### src/json_string_unescape_unit_macros.svh
// Assertion macros shared by the string unescape unit.
`ifndef JSON_STRING_UNESCAPE_UNIT_MACROS_SVH
`define JSON_STRING_UNESCAPE_UNIT_MACROS_SVH

// Check that cons holds in the same cycle as ante.
`define JSU_ASSERT_NOW(lbl, clk, rst_n, ante, cons, msg) \
	lbl: assert property (@(posedge clk) disable iff (!rst_n) (ante) |-> (cons)) \
		else $error(msg);

// Check that cons holds in the cycle after ante.
`define JSU_ASSERT_NEXT(lbl, clk, rst_n, ante, cons, msg) \
	lbl: assert property (@(posedge clk) disable iff (!rst_n) (ante) |=> (cons)) \
		else $error(msg);

`endif

### src/jsu_pkg.sv
// Types, codes and helper functions of the string unescape unit.
package jsu_pkg;

	// input beat: end-of-text flag and one raw text byte
	typedef struct packed {
		logic       cmd;
		logic [7:0] in_byte;
	} in_beat_t;

	// result beat: one decoded byte, a done mark or an error code
	typedef struct packed {
		logic       out_valid;
		logic [7:0] out_byte;
		logic       done_res;
		logic [3:0] error_code;
		logic       last;
	} out_beat_t;

	// scan phase
	typedef enum logic [2:0] {
		PH_IDLE,
		PH_BODY,
		PH_ESC,
		PH_HEX1,
		PH_WANT_BS,
		PH_WANT_U,
		PH_HEX2
	} phase_t;

	// error codes
	localparam logic [3:0] ERR_NONE        = 4'd0;
	localparam logic [3:0] ERR_NO_QUOTE    = 4'd1;
	localparam logic [3:0] ERR_CONTROL     = 4'd2;
	localparam logic [3:0] ERR_UNTERM      = 4'd3;
	localparam logic [3:0] ERR_BAD_HEX     = 4'd4;
	localparam logic [3:0] ERR_BAD_LOW_HEX = 4'd5;
	localparam logic [3:0] ERR_NOT_LOW     = 4'd6;
	localparam logic [3:0] ERR_MISSING_U   = 4'd7;
	localparam logic [3:0] ERR_LOW_OR_ESC  = 4'd8;

	// characters
	localparam logic [7:0] CH_QUOTE    = 8'h22;
	localparam logic [7:0] CH_BSLASH   = 8'h5c;
	localparam logic [7:0] CH_SLASH    = 8'h2f;
	localparam logic [7:0] CH_B        = 8'h62;
	localparam logic [7:0] CH_F        = 8'h66;
	localparam logic [7:0] CH_N        = 8'h6e;
	localparam logic [7:0] CH_R        = 8'h72;
	localparam logic [7:0] CH_T        = 8'h74;
	localparam logic [7:0] CH_U        = 8'h75;
	localparam logic [7:0] CTRL_MAX    = 8'h1f;

	// surrogate ranges
	localparam logic [15:0] HIGH_FIRST = 16'hd800;
	localparam logic [15:0] HIGH_LAST  = 16'hdbff;
	localparam logic [15:0] LOW_FIRST  = 16'hdc00;
	localparam logic [15:0] LOW_LAST   = 16'hdfff;
	localparam logic [20:0] PLANE1     = 21'h10000;

	localparam logic [4:0] HEX_NONE    = 5'd16;

	// all result beats caused by one input beat; count 0 means none
	typedef struct packed {
		logic [2:0]      count;
		logic            is_data;
		logic            done;
		logic [3:0]      err;
		logic [3:0][7:0] bytes;
	} grp_t;

	typedef struct packed {
		logic [2:0]      len;
		logic [3:0][7:0] bytes;
	} utf8_t;

	// value of a hex digit, HEX_NONE for any other byte
	function automatic logic [4:0] hex_digit(input logic [7:0] c);
		logic [4:0] r;
		r = HEX_NONE;
		if (c >= 8'h30 && c <= 8'h39) begin
			r = {1'b0, c[3:0]};
		end else if ((c >= 8'h61 && c <= 8'h66) || (c >= 8'h41 && c <= 8'h46)) begin
			r = 5'(c[3:0] + 4'd9);
		end
		return r;
	endfunction

	// encode one code point as UTF-8, first byte in bytes[0]
	function automatic utf8_t utf8_encode(input logic [20:0] code);
		utf8_t r;
		r.bytes = '0;
		if (code <= 21'h7f) begin
			r.len = 3'd1;
			r.bytes[0] = {1'b0, code[6:0]};
		end else if (code <= 21'h7ff) begin
			r.len = 3'd2;
			r.bytes[0] = {3'b110, code[10:6]};
			r.bytes[1] = {2'b10, code[5:0]};
		end else if (code <= 21'hffff) begin
			r.len = 3'd3;
			r.bytes[0] = {4'b1110, code[15:12]};
			r.bytes[1] = {2'b10, code[11:6]};
			r.bytes[2] = {2'b10, code[5:0]};
		end else begin
			r.len = 3'd4;
			r.bytes[0] = {5'b11110, code[20:18]};
			r.bytes[1] = {2'b10, code[17:12]};
			r.bytes[2] = {2'b10, code[11:6]};
			r.bytes[3] = {2'b10, code[5:0]};
		end
		return r;
	endfunction

endpackage

### src/jsu_decode.sv
// Scan state and decode of one text beat into a group of result beats.
module jsu_decode import jsu_pkg::*; (
	input  logic     clk,
	input  logic     arst_n,
	input  logic     take,
	input  in_beat_t beat,
	output grp_t     grp
);

	phase_t      phase_q, phase_d;
	logic [15:0] hex_q, hex_d;
	logic [1:0]  cnt_q, cnt_d;
	logic [9:0]  high_q, high_d;

	logic [7:0]  c;
	logic        is_ctrl;
	logic [4:0]  dig;
	logic        is_hex;
	logic [15:0] hex_next;
	logic        grp_full;
	logic        in_high;
	logic        in_low;
	logic [20:0] pair_code;
	utf8_t       enc_single;
	utf8_t       enc_pair;

	// shared decode terms
	assign c          = beat.in_byte;
	assign is_ctrl    = (c <= CTRL_MAX);
	assign dig        = hex_digit(c);
	assign is_hex     = (dig != HEX_NONE);
	assign hex_next   = {hex_q[11:0], dig[3:0]};
	assign grp_full   = (cnt_q == 2'd3);
	assign in_high    = (hex_next >= HIGH_FIRST) && (hex_next <= HIGH_LAST);
	assign in_low     = (hex_next >= LOW_FIRST) && (hex_next <= LOW_LAST);
	assign pair_code  = 21'({high_q, hex_next[9:0]}) + PLANE1;
	assign enc_single = utf8_encode({5'd0, hex_next});
	assign enc_pair   = utf8_encode(pair_code);

	// next state
	always_comb begin
		phase_d = phase_q;
		hex_d   = hex_q;
		cnt_d   = cnt_q;
		high_d  = high_q;
		if (beat.cmd) begin
			phase_d = PH_IDLE;
			hex_d   = '0;
			cnt_d   = '0;
			high_d  = '0;
		end else begin
			case (phase_q)
				PH_IDLE: begin
					if (c == CH_QUOTE) phase_d = PH_BODY;
				end
				PH_BODY: begin
					if (c == CH_BSLASH) begin
						phase_d = PH_ESC;
					end else if (c == CH_QUOTE || is_ctrl) begin
						phase_d = PH_IDLE;
						hex_d   = '0;
						cnt_d   = '0;
						high_d  = '0;
					end
				end
				PH_ESC: begin
					case (c)
						CH_QUOTE, CH_BSLASH, CH_SLASH, CH_B, CH_F, CH_N, CH_R, CH_T: begin
							phase_d = PH_BODY;
						end
						CH_U: begin
							phase_d = PH_HEX1;
							hex_d   = '0;
							cnt_d   = '0;
						end
						default: begin
							phase_d = PH_IDLE;
							hex_d   = '0;
							cnt_d   = '0;
							high_d  = '0;
						end
					endcase
				end
				PH_HEX1, PH_HEX2: begin
					if (is_ctrl || !is_hex) begin
						phase_d = PH_IDLE;
						hex_d   = '0;
						cnt_d   = '0;
						high_d  = '0;
					end else begin
						hex_d = hex_next;
						cnt_d = 2'(cnt_q + 2'd1);
						if (grp_full) begin
							if (phase_q == PH_HEX1 && in_high) begin
								high_d  = hex_next[9:0];
								phase_d = PH_WANT_BS;
							end else if ((phase_q == PH_HEX1 && in_low) ||
									(phase_q == PH_HEX2 && !in_low)) begin
								phase_d = PH_IDLE;
								hex_d   = '0;
								cnt_d   = '0;
								high_d  = '0;
							end else begin
								phase_d = PH_BODY;
								if (phase_q == PH_HEX2) high_d = '0;
							end
						end
					end
				end
				PH_WANT_BS: begin
					if (c == CH_BSLASH) begin
						phase_d = PH_WANT_U;
					end else begin
						phase_d = PH_IDLE;
						hex_d   = '0;
						cnt_d   = '0;
						high_d  = '0;
					end
				end
				PH_WANT_U: begin
					if (c == CH_U) begin
						phase_d = PH_HEX2;
						hex_d   = '0;
						cnt_d   = '0;
					end else begin
						phase_d = PH_IDLE;
						hex_d   = '0;
						cnt_d   = '0;
						high_d  = '0;
					end
				end
				default: begin
					phase_d = PH_IDLE;
					hex_d   = '0;
					cnt_d   = '0;
					high_d  = '0;
				end
			endcase
		end
	end

	// result group
	always_comb begin
		grp = '0;
		if (beat.cmd) begin
			grp.count = 3'd1;
			grp.err   = (phase_q == PH_IDLE) ? ERR_NO_QUOTE : ERR_UNTERM;
		end else begin
			case (phase_q)
				PH_IDLE: begin
					if (c != CH_QUOTE) begin
						grp.count = 3'd1;
						grp.err   = ERR_NO_QUOTE;
					end
				end
				PH_BODY: begin
					if (c == CH_QUOTE) begin
						grp.count = 3'd1;
						grp.done  = 1'b1;
					end else if (is_ctrl) begin
						grp.count = 3'd1;
						grp.err   = ERR_CONTROL;
					end else if (c != CH_BSLASH) begin
						grp.count    = 3'd1;
						grp.is_data  = 1'b1;
						grp.bytes[0] = c;
					end
				end
				PH_ESC: begin
					grp.count   = 3'd1;
					grp.is_data = 1'b1;
					case (c)
						CH_QUOTE, CH_BSLASH, CH_SLASH: grp.bytes[0] = c;
						CH_B: grp.bytes[0] = 8'h08;
						CH_F: grp.bytes[0] = 8'h0c;
						CH_N: grp.bytes[0] = 8'h0a;
						CH_R: grp.bytes[0] = 8'h0d;
						CH_T: grp.bytes[0] = 8'h09;
						CH_U: begin
							grp.count   = 3'd0;
							grp.is_data = 1'b0;
						end
						default: begin
							grp.is_data = 1'b0;
							grp.err     = ERR_LOW_OR_ESC;
						end
					endcase
				end
				PH_HEX1, PH_HEX2: begin
					if (is_ctrl) begin
						grp.count = 3'd1;
						grp.err   = ERR_CONTROL;
					end else if (!is_hex) begin
						grp.count = 3'd1;
						grp.err   = (phase_q == PH_HEX1) ? ERR_BAD_HEX : ERR_BAD_LOW_HEX;
					end else if (grp_full) begin
						if (phase_q == PH_HEX1) begin
							if (in_low) begin
								grp.count = 3'd1;
								grp.err   = ERR_LOW_OR_ESC;
							end else if (!in_high) begin
								grp.count   = enc_single.len;
								grp.is_data = 1'b1;
								grp.bytes   = enc_single.bytes;
							end
						end else if (!in_low) begin
							grp.count = 3'd1;
							grp.err   = ERR_NOT_LOW;
						end else begin
							grp.count   = enc_pair.len;
							grp.is_data = 1'b1;
							grp.bytes   = enc_pair.bytes;
						end
					end
				end
				PH_WANT_BS: begin
					if (c != CH_BSLASH) begin
						grp.count = 3'd1;
						grp.err   = is_ctrl ? ERR_CONTROL : ERR_MISSING_U;
					end
				end
				PH_WANT_U: begin
					if (c != CH_U) begin
						grp.count = 3'd1;
						grp.err   = ERR_MISSING_U;
					end
				end
				default: begin
					grp.count = 3'd1;
					grp.err   = ERR_NO_QUOTE;
				end
			endcase
		end
	end

	// advance scan state on each accepted beat
	always_ff @(posedge clk or negedge arst_n) begin
		if (!arst_n) begin
			phase_q <= PH_IDLE;
			hex_q   <= '0;
			cnt_q   <= '0;
			high_q  <= '0;
		end else if (take) begin
			phase_q <= phase_d;
			hex_q   <= hex_d;
			cnt_q   <= cnt_d;
			high_q  <= high_d;
		end
	end

endmodule

### src/json_string_unescape_unit.sv
// Top level of the JSON string unescape unit: decode, group queue, result register.
//
//  channel | beat type  | valid     | stall     | payload
//  --------+------------+-----------+-----------+----------
//  input   | in_beat_t  | src_valid | src_stall | src_beat
//  result  | out_beat_t | res_valid | res_stall | res_beat
//
// One text beat is decoded in the cycle it is accepted; a non-empty result group
// enters a two-slot group queue and leaves through the result register one beat a
// cycle while the result side is not stalled. A beat can be accepted every cycle
// until both queue slots are occupied: a stalled result side or a multi-byte UTF-8
// group (2 to 4 beats) does so. Reset clears the scan state, the queue and the result
// register; no clearing pass is needed.
module json_string_unescape_unit import jsu_pkg::*; (
	input  logic      clk,
	input  logic      arst_n,
	input  logic      src_valid,
	output logic      src_stall,
	input  in_beat_t  src_beat,
	output logic      res_valid,
	input  logic      res_stall,
	output out_beat_t res_beat
);

	`include "json_string_unescape_unit_macros.svh"

	grp_t       grp;
	grp_t       slot_q [2];
	logic       wr_ptr_q;
	logic       rd_ptr_q;
	logic [1:0] fill_q;
	logic [1:0] idx_q;
	logic       out_valid_q;
	out_beat_t  out_q;

	logic       src_fire;
	logic       push;
	logic       load;
	logic       pop;
	grp_t       head;
	logic       head_last;
	out_beat_t  next_beat;

	jsu_decode u_decode (
		.clk    (clk),
		.arst_n (arst_n),
		.take   (src_fire),
		.beat   (src_beat),
		.grp    (grp)
	);

	// handshake and queue control
	assign src_stall = (fill_q == 2'd2);
	assign src_fire  = src_valid && !src_stall;
	assign push      = src_fire && (grp.count != 3'd0);
	assign head      = slot_q[rd_ptr_q];
	assign head_last = ({1'b0, idx_q} == 3'(head.count - 3'd1));
	assign load      = (fill_q != 2'd0) && (!out_valid_q || !res_stall);
	assign pop       = load && head_last;

	// build the next result beat from the head group
	always_comb begin
		next_beat            = '0;
		next_beat.out_valid  = head.is_data;
		next_beat.out_byte   = head.is_data ? head.bytes[idx_q] : 8'h00;
		next_beat.done_res   = head.done;
		next_beat.error_code = head.err;
		next_beat.last       = head_last;
	end

	// store groups
	always_ff @(posedge clk) begin
		if (push) slot_q[wr_ptr_q] <= grp;
	end

	// advance queue pointers and item index
	always_ff @(posedge clk or negedge arst_n) begin
		if (!arst_n) begin
			wr_ptr_q <= 1'b0;
			rd_ptr_q <= 1'b0;
			fill_q   <= 2'd0;
			idx_q    <= 2'd0;
		end else begin
			if (push) wr_ptr_q <= ~wr_ptr_q;
			if (pop) rd_ptr_q <= ~rd_ptr_q;
			if (push && !pop) fill_q <= 2'(fill_q + 2'd1);
			else if (pop && !push) fill_q <= 2'(fill_q - 2'd1);
			if (pop) idx_q <= 2'd0;
			else if (load) idx_q <= 2'(idx_q + 2'd1);
		end
	end

	// hold or refill the result register
	always_ff @(posedge clk or negedge arst_n) begin
		if (!arst_n) begin
			out_valid_q <= 1'b0;
		end else if (load) begin
			out_valid_q <= 1'b1;
		end else if (!res_stall) begin
			out_valid_q <= 1'b0;
		end
	end

	always_ff @(posedge clk) begin
		if (load) out_q <= next_beat;
	end

	assign res_valid = out_valid_q;
	assign res_beat  = out_q;

	`JSU_ASSERT_NOW(a_idx_in_group, clk, arst_n, fill_q != 2'd0,
		({1'b0, idx_q} < head.count), "item index beyond head group")
	`JSU_ASSERT_NOW(a_idx_zero_empty, clk, arst_n, fill_q == 2'd0,
		idx_q == 2'd0, "item index not cleared with empty queue")
	`JSU_ASSERT_NOW(a_data_clean, clk, arst_n, res_valid && res_beat.out_valid,
		!res_beat.done_res && res_beat.error_code == ERR_NONE, "data beat carries status")
	`JSU_ASSERT_NOW(a_status_last, clk, arst_n,
		res_valid && (res_beat.done_res || res_beat.error_code != ERR_NONE),
		res_beat.last, "status beat not marked last")
	`JSU_ASSERT_NEXT(a_push_fills, clk, arst_n, push && !pop,
		fill_q != 2'd0, "queue empty after push")

endmodule
### config.mk
export PLATFORM = sky130hd
export DESIGN_NAME = json_string_unescape_unit
export DESIGN_NICKNAME = d
export VERILOG_FILES = /design/src/jsu_pkg.sv /design/src/jsu_decode.sv /design/src/json_string_unescape_unit.sv
export VERILOG_INCLUDE_DIRS = /design/src /design/src/src
export SDC_FILE = /design/constraint.sdc
export NUM_CORES = 1
export LEC_CHECK = 0
export ABC_AREA = 1
export BUFFER_PORTS_ARGS = -buffer_cell sky130_fd_sc_hd__buf_2
export CAP_MARGIN = 20
export CELL_PAD_IN_SITES_DETAIL_PLACEMENT = 1
export CELL_PAD_IN_SITES_GLOBAL_PLACEMENT = 1
export CORE_MARGIN = 10
export CORE_UTILIZATION = 24
export CTS_CLUSTER_DIAMETER = 50
export DETAILED_ROUTE_END_ITERATION = 10
export MAX_ROUTING_LAYER = met4
export PLACE_DENSITY = 0.51
export REMOVE_ABC_BUFFERS = 1
export SLEW_MARGIN = 20
export SYNTH_ARGS = -nofsm -noshare
export SYNTH_HDL_FRONTEND = slang
export SYNTH_HIERARCHICAL = 1
export SYNTH_SLANG_ARGS = --single-unit
### constraint.sdc
create_clock -name clk -period 4.15 [get_ports clk]
set_clock_uncertainty 0.05 [all_clocks]
set_input_delay 1.245 -clock clk [delete_from_list [all_inputs] [get_ports clk]]
set_output_delay 1.245 -clock clk [all_outputs]
set_load 0.01 [all_outputs]
Yosys cells after proc, flatten, opt, wreduce, memory -nomap -nowiden
Memories as Yosys holds them, arrays and structs flattened. Cells that the tools add are included.

Word-level logic and storage cells: 244. Output and inout port bits: 17. Memories: 1. Bits in writable memories: 82. Flip-flop bits (word level): 49.

Memory list: slot_q (depth 2, width 41, read ports 1, clocked after Yosys merged registers in 0, wr ports 1, RTL line json_string_unescape_unit.sv:28) `grp_t slot_q [2];`.

Equality and inequality tests: 34. Multiplexer cells: 131. Bitwise gates (word level): 2. Order comparisons: 17. Reduce and logical (&&, ||, !) cells: 38. $add $sub $neg: 7.

Operators by type and width (number): two-way mux 32 bit (6); two-way mux 24 bit (7); two-way mux 10 bit (11); two-way mux 12 bit (9); two-way mux 36 bit (2); two-way mux 3 bit (22); two-way mux 8 bit (8); one-hot mux 10 bit (6 select lines) (1); one-hot mux 12 bit (5 select lines) (1); == test 8 x 7 -> 1 bit, second input constant (7); two-way mux 16 bit (3); one-hot mux 8 bit (6 select lines) (1); two-way mux 2 bit (19); two-way mux 4 bit (9); one-hot mux 3 bit (6 select lines) (2); >= comparator 16 bit, second input constant (2); <= comparator 16 bit, second input constant (2); one-hot mux 4 bit (6 select lines) (1); one-hot mux 8 bit (3 select lines) (1); two-way mux 22 bit (1); adder 20 x 17 -> 21 bit, second input constant (1); <= comparator 21 x 11 -> 1 bit, second input constant (1); <= comparator 21 x 16 -> 1 bit, second input constant (1); <= comparator 21 x 7 -> 1 bit, second input constant (1); 47 further kinds (110).

Logic depth before layout (Yosys ltp)
Gate-level depths: netlist of the first run.

Depth in word-level cells: 23. Gate-level depth with buffers: 26.

By module
Netlist of the first run, hierarchy kept.

Modules (own cells, without submodules): json_string_unescape_unit (area an instance 4082.7 um^2, times used 1, cells each 305); jsu_decode (area an instance 3263.1 um^2, times used 1, cells each 542).

Worst setup path after synthesis of the first run
Ideal clock, no wire load.

Kind: input port to flip-flop. Start: input src_beat[0] (netlist name). End: memory slot_q[1][0] (netlist name), enable pin. Stages: 18. Buffers on the path: 0. Path slack: -1.241 ns. Arrival time: 4.900 ns. Cell sequence: inv_1 -> ha_1 -> inv_1 -> nand2_1 -> nand2_1 -> nand2_2 -> nand2_4 -> nand2_4 -> nand3_4 -> nor3_2 -> nand4_1 -> nand2_4 -> nor2_8 -> inv_2 -> nor2_4 -> nor3_1 -> o31ai_1 -> nor2_1.

RTL lines: start, declared (RTL line json_string_unescape_unit.sv:19) `input in_beat_t src_beat,`; end, declared (RTL line json_string_unescape_unit.sv:28).

==> impl_metrics.csv, run 1 <==
group,metric,value,unit
global_route,wire_length_of_the_first_global_routing_pass,39100,µm
worst_setup_path,end_of_the_worst_register_to_register_path,"fill_q[1]$_DFFE_PN0P_",
flow_run,max_capacitance_violation_count,0,
sta,fin_hold_ws,0.441,ns
worst_setup_path,critical-path-max-stage-delay,0.27,ns
global_route,first_global_vias,6610,
global_route,grt.overflow.total,0,
detailed_routing,initialDrtViolationCount,345,
logic_synthesis,number_of_enable_type_register_cells_in_the_synthesized_netlist,97,
detailed_routing,drc_errors,0,
sta,tightest_slew,0.836,ns
sta,worst_case_headroom_to_the_max_slew_limit,43.8,%
floorplanning,count_of_boundary_i_o_pins,30,
power,leakagePower,3.70,nW
sta,hold_violations,0,
detailed_routing,wl_per_cell,18.4,µm
worst_setup_path,start_kind,"input pin",
final_layout,fill_cells,3558,
worst_setup_path,critical_path.slowest_cell,"sky130_fd_sc_hd__nor3_2",
clock_tree,ctsHtreeMaxLevel,4,
sta,setup_total_negative_slack,0,ns
clock_tree,cts-hold-fix-buffers,0,
logic_synthesis,fraction_of_registers_with_async_set_or_reset_after_synthesis,26.0,%
final_layout,antenna_cells,0,
clock_tree,clockRootBuffer,"sky130_fd_sc_hd__clkbuf_16",
sta,rsz0062_at_grt,"false",
logic_synthesis,synth_largest_area_cell,"sky130_fd_sc_hd__edfxtp_1",
floorplanning,fp.coreArea,30000,µm²
floorplanning,row_count,63,
placed_design,placement.io_buffers,29,
clock_tree,cts_resized,0,
final_layout,final_cells,1348,
worst_setup_path,reg2reg_slack,0.66,ns
final_layout,multi_input_comb_area,3040,µm²
worst_setup_path,crit_required,4.23,ns
worst_setup_path,worst_ep_arrival_time,3.89,ns
final_layout,fin_util,30.2,%
logic_synthesis,yosys-top-cells-area,"sky130_fd_sc_hd__edfxtp_1 40%, sky130_fd_sc_hd__dfrtp_1 12%, sky130_fd_sc_hd__nand2_1 7.4%",
worst_setup_path,cp_top_family,"simple AND/OR/NAND/NOR gates",
sta,maxClockFrequency,262,MHz
floorplanning,initial_utilization,24.5,%
logic_synthesis,mappedNetlistArea,7350,µm²
logic_synthesis,postSynthAreaPerCell,8.67,µm²
worst_setup_path,crit-reg2reg-launch,"u_decode/hex_q[0]$_DFFE_PN0P_",
sta,maxSlewViolCount,0,
logic_synthesis,synth.top_cell.area_share,39.7,%
worst_setup_path,worstRegToRegCells,17,
final_layout,final_nets,967,
logic_synthesis,sequential_to_total_area_share_from_yosys_stat,51.2,%
logic_synthesis,synth_cell_types,47,
detailed_routing,avgViaCountPerCell,4.73,
worst_setup_path,critPathCapture,"slot_q[0][20]$_DFFE_PP_",
final_layout,final_layout_size_suffix_gt1_share,19.7,%
sta,post_route_fraction_of_the_period_consumed_by_the_critical_path,92.0,%
clock_tree,clock_tree_buf_depth,2,
detailed_routing,drt.antenna.violating_nets,0,
sta,finalSetupViolations,0,
floorplanning,die_w,195,µm
global_route,grtUsageTotal,13.4,%
clock_tree,clkSlewWorstSetupHoldPaths,0.06,ns
clock_tree,worst_skew_pair.late_latency,0.43,ns
clock_tree,tritoncts_num_sinks,131,
sta,fin_crit_period,3.82,ns
worst_setup_path,timing.critical_path.buf_inv,7,
logic_synthesis,main_synth_ff_type,"sky130_fd_sc_hd__edfxtp_1",
detailed_routing,drt_first_pass_iters,5,
worst_setup_path,cp-end-kind,"register",
placed_design,post_dp_cell_area,8430,µm²
logic_synthesis,synth_seq_cells,131,
worst_hold_path,hp-class,"reg2reg",
power,max-vdd-ir-drop,0.287,mV
worst_setup_path,crit_start,"src_beat[0]",
power,cellPowerDensity,547,nW/µm²
floorplanning,die-height,195,µm
clock_tree,cts_tree,"done",
worst_setup_path,critical_path.max_fanout,23,
worst_setup_path,critical_path_depth,22,
logic_synthesis,synth-warning-count,6,
logic_synthesis,postSynthCellCount,847,
final_layout,final_cell_area,9050,µm²
global_route,grt_start_max_net_pins,42,
final_layout,layout.area.seq,3760,µm²
clock_tree,num_cts_buffers,17,
worst_setup_path,crit_chain,"buf_2, inv_1, ha_2, inv_1, nand2_1, nand2_1, nand2_2, nand2_4, nand2_2, nand3_4, nor3_4, nand4_1, nand2_4, buf_12, nor2_8, inv_2, nor2_4, nor3_2, o31ai_4, buf_4, nor2_4, buf_12",
clock_tree,cts_setup_buffers,0,
placed_design,dp_hpwl,18100,µm
final_layout,area_delta_synth_final,23.2,%
placed_design,globalplace.congestion,0.885,
detailed_routing,routed-via-count,6375,
detailed_routing,postRouteWirelength,24700,µm
global_route,antenna_found_initial,0,
placed_design,dp.cells,1316,
status,status,"completed",
floorplanning,dieArea,38000,µm²
worst_setup_path,critical_path_class,"in2reg",
## worst register-to-register path, stage by stage (launching register included)
cell and delay (ns):
sky130_fd_sc_hd__dfrtp_1 0.45, sky130_fd_sc_hd__clkinv_1 0.09, sky130_fd_sc_hd__buf_4 0.20, sky130_fd_sc_hd__nor4_1 0.74
sky130_fd_sc_hd__nand4_1 0.17, sky130_fd_sc_hd__nand2_1 0.12, sky130_fd_sc_hd__nand2_2 0.07, sky130_fd_sc_hd__buf_4 0.16
sky130_fd_sc_hd__nor2_8 0.10, sky130_fd_sc_hd__inv_2 0.05, sky130_fd_sc_hd__nor2_4 0.12, sky130_fd_sc_hd__nor3_2 0.08
sky130_fd_sc_hd__o31ai_4 0.26, sky130_fd_sc_hd__inv_1 0.08, sky130_fd_sc_hd__ha_1 0.29, sky130_fd_sc_hd__a21oi_1 0.11
sky130_fd_sc_hd__o21ai_1 0.09, sky130_fd_sc_hd__xor2_1 0.15
## metal layers
| layer | up-vias | track usage, % | routed length, µm |
|---|---|---|---|
| met1 | 3153 | 17.9 | 12200 |
| met2 | 109 | 20.4 | 11400 |
| met4 | 0 | 3.83 | 318 |
| li1 | 3088 | - | - |
| met5 | - | - | 0 |
| met3 | 25 | 2.48 | 826 |
## cells in the final DEF, fill, tap and decap left out, types with 4 or more instances in the layout
| cell | n |
|---|---|
| sky130_fd_sc_hd__nand3_1 | 51 |
| sky130_fd_sc_hd__o31ai_1 | 9 |
| sky130_fd_sc_hd__dfrtp_1 | 34 |
| sky130_fd_sc_hd__inv_2 | 7 |
| sky130_fd_sc_hd__clkinv_1 | 4 |
| sky130_fd_sc_hd__nor3_1 | 18 |
| sky130_fd_sc_hd__a21oi_1 | 52 |
| sky130_fd_sc_hd__nand2_1 | 144 |
| sky130_fd_sc_hd__clkinvlp_4 | 4 |
| sky130_fd_sc_hd__o22ai_1 | 21 |
| sky130_fd_sc_hd__ha_1 | 8 |
| sky130_fd_sc_hd__o211ai_1 | 19 |
| sky130_fd_sc_hd__buf_12 | 4 |
| sky130_fd_sc_hd__xor2_1 | 4 |
| sky130_fd_sc_hd__nand3_2 | 4 |
| sky130_fd_sc_hd__clkbuf_16 | 17 |
| sky130_fd_sc_hd__nor2_1 | 115 |
| sky130_fd_sc_hd__nand2_4 | 5 |
| sky130_fd_sc_hd__buf_2 | 28 |
| sky130_fd_sc_hd__o21ai_0 | 59 |
| sky130_fd_sc_hd__nor2_4 | 6 |
| sky130_fd_sc_hd__nor2_2 | 8 |
| sky130_fd_sc_hd__edfxtp_1 | 97 |
| sky130_fd_sc_hd__nand4_1 | 13 |
| sky130_fd_sc_hd__buf_4 | 76 |
| sky130_fd_sc_hd__inv_1 | 93 |
| sky130_fd_sc_hd__o21ai_1 | 8 |
| sky130_fd_sc_hd__nand2_2 | 10 |
## worst min-delay path by stage
stage | slack, ns | start | endpoint | cells after the start
after floorplan | 0.40 | u_decode/cnt_q[1]$_DFFE_PN0P_ | u_decode/cnt_q[1]$_DFFE_PN0P_ | 2
after global placement | 0.42 | u_decode/cnt_q[1]$_DFFE_PN0P_ | u_decode/cnt_q[1]$_DFFE_PN0P_ | 2
after detailed placement | 0.43 | u_decode/cnt_q[1]$_DFFE_PN0P_ | u_decode/cnt_q[1]$_DFFE_PN0P_ | 2
after CTS | 0.45 | u_decode/cnt_q[1]$_DFFE_PN0P_ | u_decode/cnt_q[1]$_DFFE_PN0P_ | 2
after global routing | 0.47 | u_decode/cnt_q[1]$_DFFE_PN0P_ | u_decode/cnt_q[1]$_DFFE_PN0P_ | 2
final | 0.44 | u_decode/cnt_q[1]$_DFFE_PN0P_ | u_decode/cnt_q[1]$_DFFE_PN0P_ | 2
## state kept, by name, indices dropped and copies added (netlist names)
name              count
idx_q                 2
u_decode/high_q      10
res_valid             1
u_decode/cnt_q        2
u_decode/hex_q       12
u_decode/phase_q      3
wr_ptr_q              1
rd_ptr_q              1
fill_q                2
res_beat             15
slot_q               82
## kinds of logic (layout without fill, tap and decap cells)
family / count (synthesis) / in the layout / share of synthesized area [%]
DFF: 131 / 131 / 51.2
and+or+nand+nor: 387 / 387 / 24.3
xor gates and xnor gates: 5 / 5 / 0.596
buffers and inverters: 133 / 242 / 8.16
other: 1 / 3 / 0.0510
AOI/OAI and AO/OA: 180 / 180 / 14.0
muxes: 1 / 1 / 0.136
adders and majority gates: 9 / 9 / 1.53
## synthesized netlist by cell type, types with 3 or more instances
master,number
sky130_fd_sc_hd__a21oi_1,52
sky130_fd_sc_hd__buf_2,7
sky130_fd_sc_hd__buf_4,11
sky130_fd_sc_hd__buf_6,5
sky130_fd_sc_hd__clkbuf_1,7
sky130_fd_sc_hd__dfrtp_1,34
sky130_fd_sc_hd__edfxtp_1,97
sky130_fd_sc_hd__ha_1,9
sky130_fd_sc_hd__inv_1,94
sky130_fd_sc_hd__inv_2,6
sky130_fd_sc_hd__nand2_1,145
sky130_fd_sc_hd__nand2_2,9
sky130_fd_sc_hd__nand2_4,5
sky130_fd_sc_hd__nand3_1,52
sky130_fd_sc_hd__nand3_2,3
sky130_fd_sc_hd__nand3_4,3
sky130_fd_sc_hd__nand4_1,13
sky130_fd_sc_hd__nor2_1,118
sky130_fd_sc_hd__nor2_2,7
sky130_fd_sc_hd__nor2_4,4
sky130_fd_sc_hd__nor3_1,19
sky130_fd_sc_hd__o211ai_1,19
sky130_fd_sc_hd__o21ai_0,60
sky130_fd_sc_hd__o21ai_1,7
sky130_fd_sc_hd__o22ai_1,21
sky130_fd_sc_hd__o31ai_1,10
sky130_fd_sc_hd__xor2_1,4
## layout make-up
| cell class | count | area share [%] |
|---|---|---|
| flip-flops and latches | 131 | 41.6 |
| inverters | 102 | 4.26 |
| clock inverters | 15 | 1.73 |
| clock buffers | 17 | 4.70 |
| well taps | 390 | 5.39 |
| repair buffers | 108 | 8.74 |
| multi-input cells | 585 | 33.6 |
## metrics by stage
step                power (mW)  setup slack [ns]
finish                    4.95             0.331
floorplan                 2.82             -1.34
global placement          3.47            -0.239
global route              5.29            0.0105
CTS                       5.03            0.0838
detailed placement        3.48            -0.367
## where the power goes
| part | switching, mW | leakage [nW] | internal [mW] | total (mW) |
|---|---|---|---|---|
| Sequential | 0.122 | 1.38 | 1.80 | 1.92 |
| Clock | 0.634 | 0.271 | 0.888 | 1.52 |
| Combinational | 1.01 | 2.04 | 0.495 | 1.51 |
Power figures use the tool's default switching activity.
==> run 2: changes to the inputs <==
PLACE_DENSITY = 0.5   (was 0.51)
SYNTH_HIERARCHICAL = default   (was 1)
==> impl_metrics.csv, run 2 <==
group,metric,value,unit
logic_synthesis,synth-warning-count,0,
placed_design,dpl_worst_slack,0.0452,ns
global_route,wire_length_of_the_first_global_routing_pass,38400,µm
worst_hold_path,hold_depth,2,
worst_setup_path,critical_path.slowest_cell,"sky130_fd_sc_hd__ha_1",
floorplanning,fp.coreArea,29500,µm²
worst_setup_path,critical-path-max-stage-delay,0.30,ns
sta,maxSlewViolCount,0,
clock_tree,cts_tree,"done",
floorplanning,initial_utilization,24.2,%
final_layout,flip_flop_count_of_the_largest_register_after_layout,76,
power,cellPowerDensity,359,nW/µm²
global_route,first_global_vias,6362,
status,status,"completed",
worst_setup_path,critical_path_depth,23,
logic_synthesis,fraction_of_registers_with_async_set_or_reset_after_synthesis,27.2,%
logic_synthesis,synth.top_cell.area_share,38.3,%
final_layout,leading_cell_type_in_the_layout_fill_and_taps_excluded,"sky130_fd_sc_hd__nand2_1",
placed_design,post_dp_cell_area,7980,µm²
power,switching_share,24.1,%
logic_synthesis,synth_seq_cells,125,
clock_tree,cts-hold-fix-buffers,0,
detailed_routing,route.met3.wl,714,µm
logic_synthesis,synth_top_cells_by_count,"136 x sky130_fd_sc_hd__nand2_1, 100 x sky130_fd_sc_hd__nor2_1, 91 x sky130_fd_sc_hd__edfxtp_1",
final_layout,final_cell_area,8550,µm²
detailed_routing,wl_per_cell,19.1,µm
sta,rsz0062_at_grt,"false",
sta,fin_crit_period,3.65,ns
detailed_routing,wl_met1,11900,µm
power,power.clock.fraction,47.7,%
final_layout,area_delta_synth_final,19.8,%
detailed_routing,drc_errors,0,
floorplanning,count_of_boundary_i_o_pins,30,
detailed_routing,postRouteWirelength,24300,µm
worst_hold_path,hp-class,"reg2reg",
sta,fin_hold_ws,0.427,ns
power,internal_power,2.33,mW
floorplanning,die-height,192,µm
worst_setup_path,crit_required,4.39,ns
sta,finalSetupViolations,0,
final_layout,fill_cells,3502,
worst_setup_path,cp_top_family,"simple AND/OR/NAND/NOR gates",
final_layout,largest_register,"slot_q",
floorplanning,die_w,192,µm
clock_tree,clock_tree_buf_depth,2,
clock_tree,clockRootBuffer,"sky130_fd_sc_hd__clkbuf_16",
detailed_routing,avgViaCountPerCell,4.74,
worst_setup_path,worst_ep_arrival_time,3.89,ns
clock_tree,ctsHtreeMaxLevel,4,
clock_tree,tritoncts_num_sinks,125,
final_layout,final_layout_size_suffix_gt1_share,17.0,%
logic_synthesis,synth_largest_area_cell,"sky130_fd_sc_hd__edfxtp_1",
logic_synthesis,yosys-top-cells-area,"sky130_fd_sc_hd__edfxtp_1 38%, sky130_fd_sc_hd__dfrtp_1 12%, sky130_fd_sc_hd__nand2_1 7.2%",
worst_setup_path,crit_chain,"buf_2, inv_1, ha_1, nand3b_1, nand3_2, nand2_8, nand3_4, nor2_2, nand4_1, nand2_1, nand3_2, nor2_1, nand2_1, nand2_1, nand2_1, nand2_2, nand3_2, nand2_2, inv_1, ha_1, a21oi_1, o21ai_0, xor2_1",
sta,setup_slack,0.498,ns
final_layout,antenna_cells,0,
logic_synthesis,number_of_enable_type_register_cells_in_the_synthesized_netlist,91,
flow_run,max_capacitance_violation_count,0,
detailed_routing,initialDrtViolationCount,321,
global_route,grt.overflow.total,0,
clock_tree,cts_setup_buffers,0,
power,share_seq_of_total_power,44.9,%
power,max-vdd-ir-drop,0.229,mV
sta,post_route_fraction_of_the_period_consumed_by_the_critical_path,88.0,%
detailed_routing,drt.antenna.violating_nets,0,
detailed_routing,met2RoutedLength,11400,µm
logic_synthesis,postSynthAreaPerCell,8.82,µm²
sta,maxClockFrequency,274,MHz
floorplanning,dieArea,37000,µm²
sta,worst_case_headroom_to_the_max_slew_limit,54.3,%
clock_tree,worst_skew_pair.late_latency,0.42,ns
worst_setup_path,worstRegToRegCells,19,
placed_design,dp_hpwl,18200,µm
clock_tree,cts_resized,0,
detailed_routing,routed-via-count,6023,
worst_setup_path,cp-end-kind,"register",
logic_synthesis,sequential_to_total_area_share_from_yosys_stat,50.2,%
placed_design,placement.io_buffers,29,
sta,tightest_slew,0.686,ns
logic_synthesis,postSynthCellCount,809,
logic_synthesis,post-synth-top-count-cell,"sky130_fd_sc_hd__nand2_1",
global_route,grt_start_max_net_pins,36,
worst_setup_path,critical_path_class,"in2reg",
detailed_routing,maxUsedRoutingLayer,"met4",
logic_synthesis,synth_cell_types,51,
floorplanning,row_count,63,
logic_synthesis,mappedNetlistArea,7140,µm²
global_route,grtUsageTotal,14.0,%
power,p_comb_share,7.4,%
worst_setup_path,critical_path.max_fanout,7,
clock_tree,num_cts_buffers,17,
power,leakagePower,3.33,nW
worst_setup_path,timing.critical_path.mode_cell,"sky130_fd_sc_hd__nand2_1",
detailed_routing,drt_first_pass_iters,4,
final_layout,mostFrequentLayoutCells,"136 x sky130_fd_sc_hd__nand2_1, 99 x sky130_fd_sc_hd__nor2_1, 91 x sky130_fd_sc_hd__edfxtp_1, 87 x sky130_fd_sc_hd__inv_1, 69 x sky130_fd_sc_hd__o21ai_0",
power,switching_power_summed_over_all_nets,739,µW
final_layout,final_nets,892,
logic_synthesis,main_synth_ff_type,"sky130_fd_sc_hd__edfxtp_1",
placed_design,globalplace.congestion,0.863,
clock_tree,clkSlewWorstSetupHoldPaths,0.06,ns
global_route,antenna_found_initial,0,
worst_setup_path,timing.critical_path.buf_inv,3,
worst_setup_path,start_kind,"input pin",
sta,hold_violations,0,
==> run 2: kinds of logic after synthesis <==
family	after synthesis	share of synthesized area, %
simple gates	349	24.1
flops	125	50.2
compound gates	189	15.8
fa+ha+maj	10	1.75
xor+xnor	7	0.859
mux	3	0.421
buf+inv	126	6.89
==> run 2: per-stage QoR <==
stage | util [%] | total power [mW] | TNS [ns] | instances
after floorplan | - | 1.53 | -39.80 | 784
after global placement | 27.1 | 1.64 | 0 | 1240
after detailed placement | 27.1 | 1.64 | 0 | 1240
after CTS | 29.0 | 3.12 | 0 | 1272
after global routing | 29.0 | 3.20 | 0 | 1272
final | 29.0 | 3.07 | 0 | 1272
==> run 2: power by group through the flow <==
stage	registers, mW	logic [mW]	clock network [mW]
final	1.38	0.226	1.47
after detailed placement	1.41	0.235	0
after floorplan	1.41	0.122	0
after CTS	1.38	0.234	1.50
after global placement	1.41	0.231	0
after global routing	1.38	0.261	1.56
==> run 2: tightest hold or removal path, cell delays in order, from the launching register on <==
cell and delay [ns]:
sky130_fd_sc_hd__dfrtp_1 0.34, sky130_fd_sc_hd__nand2_1 0.06, sky130_fd_sc_hd__nand2_1 0.05
==> run 2: metal layers <==
| layer | GRT usage (%) | up-vias |
|---|---|---|
| li1 | - | 2943 |
| met3 | 2.08 | 18 |
| met5 | - | - |
| met2 | 21.9 | 75 |
| met4 | 3.73 | 0 |
| met1 | 18.4 | 2987 |
==> run 2: layout make-up <==
class	count	area, µm²	share of cell area [%]
clock buffers	22	454	5.31
clock inverters	10	116	1.36
inverters	101	387	4.52
multi-input cells	558	3070	35.9
flip-flops and latches	125	3580	41.9
well taps	390	488	5.71
repair buffers	66	450	5.27
==> run 2: worst paths after layout <==
path,from,to,slack [ns]
max in group asynchronous,arst_n,u_decode.cnt_q[1]$_DFFE_PN0P_,2.87
min,wr_ptr_q$_DFFE_PN0N_,wr_ptr_q$_DFFE_PN0N_,0.43
min reg2reg,wr_ptr_q$_DFFE_PN0N_,wr_ptr_q$_DFFE_PN0N_,0.43
max,src_beat[1],fill_q[1]$_DFFE_PN0P_,0.50
max reg2reg,u_decode.high_q[6]$_DFFE_PN0P_,fill_q[1]$_DFFE_PN0P_,0.89
min in group asynchronous,arst_n,idx_q[1]$_DFFE_PN0P_,0.78
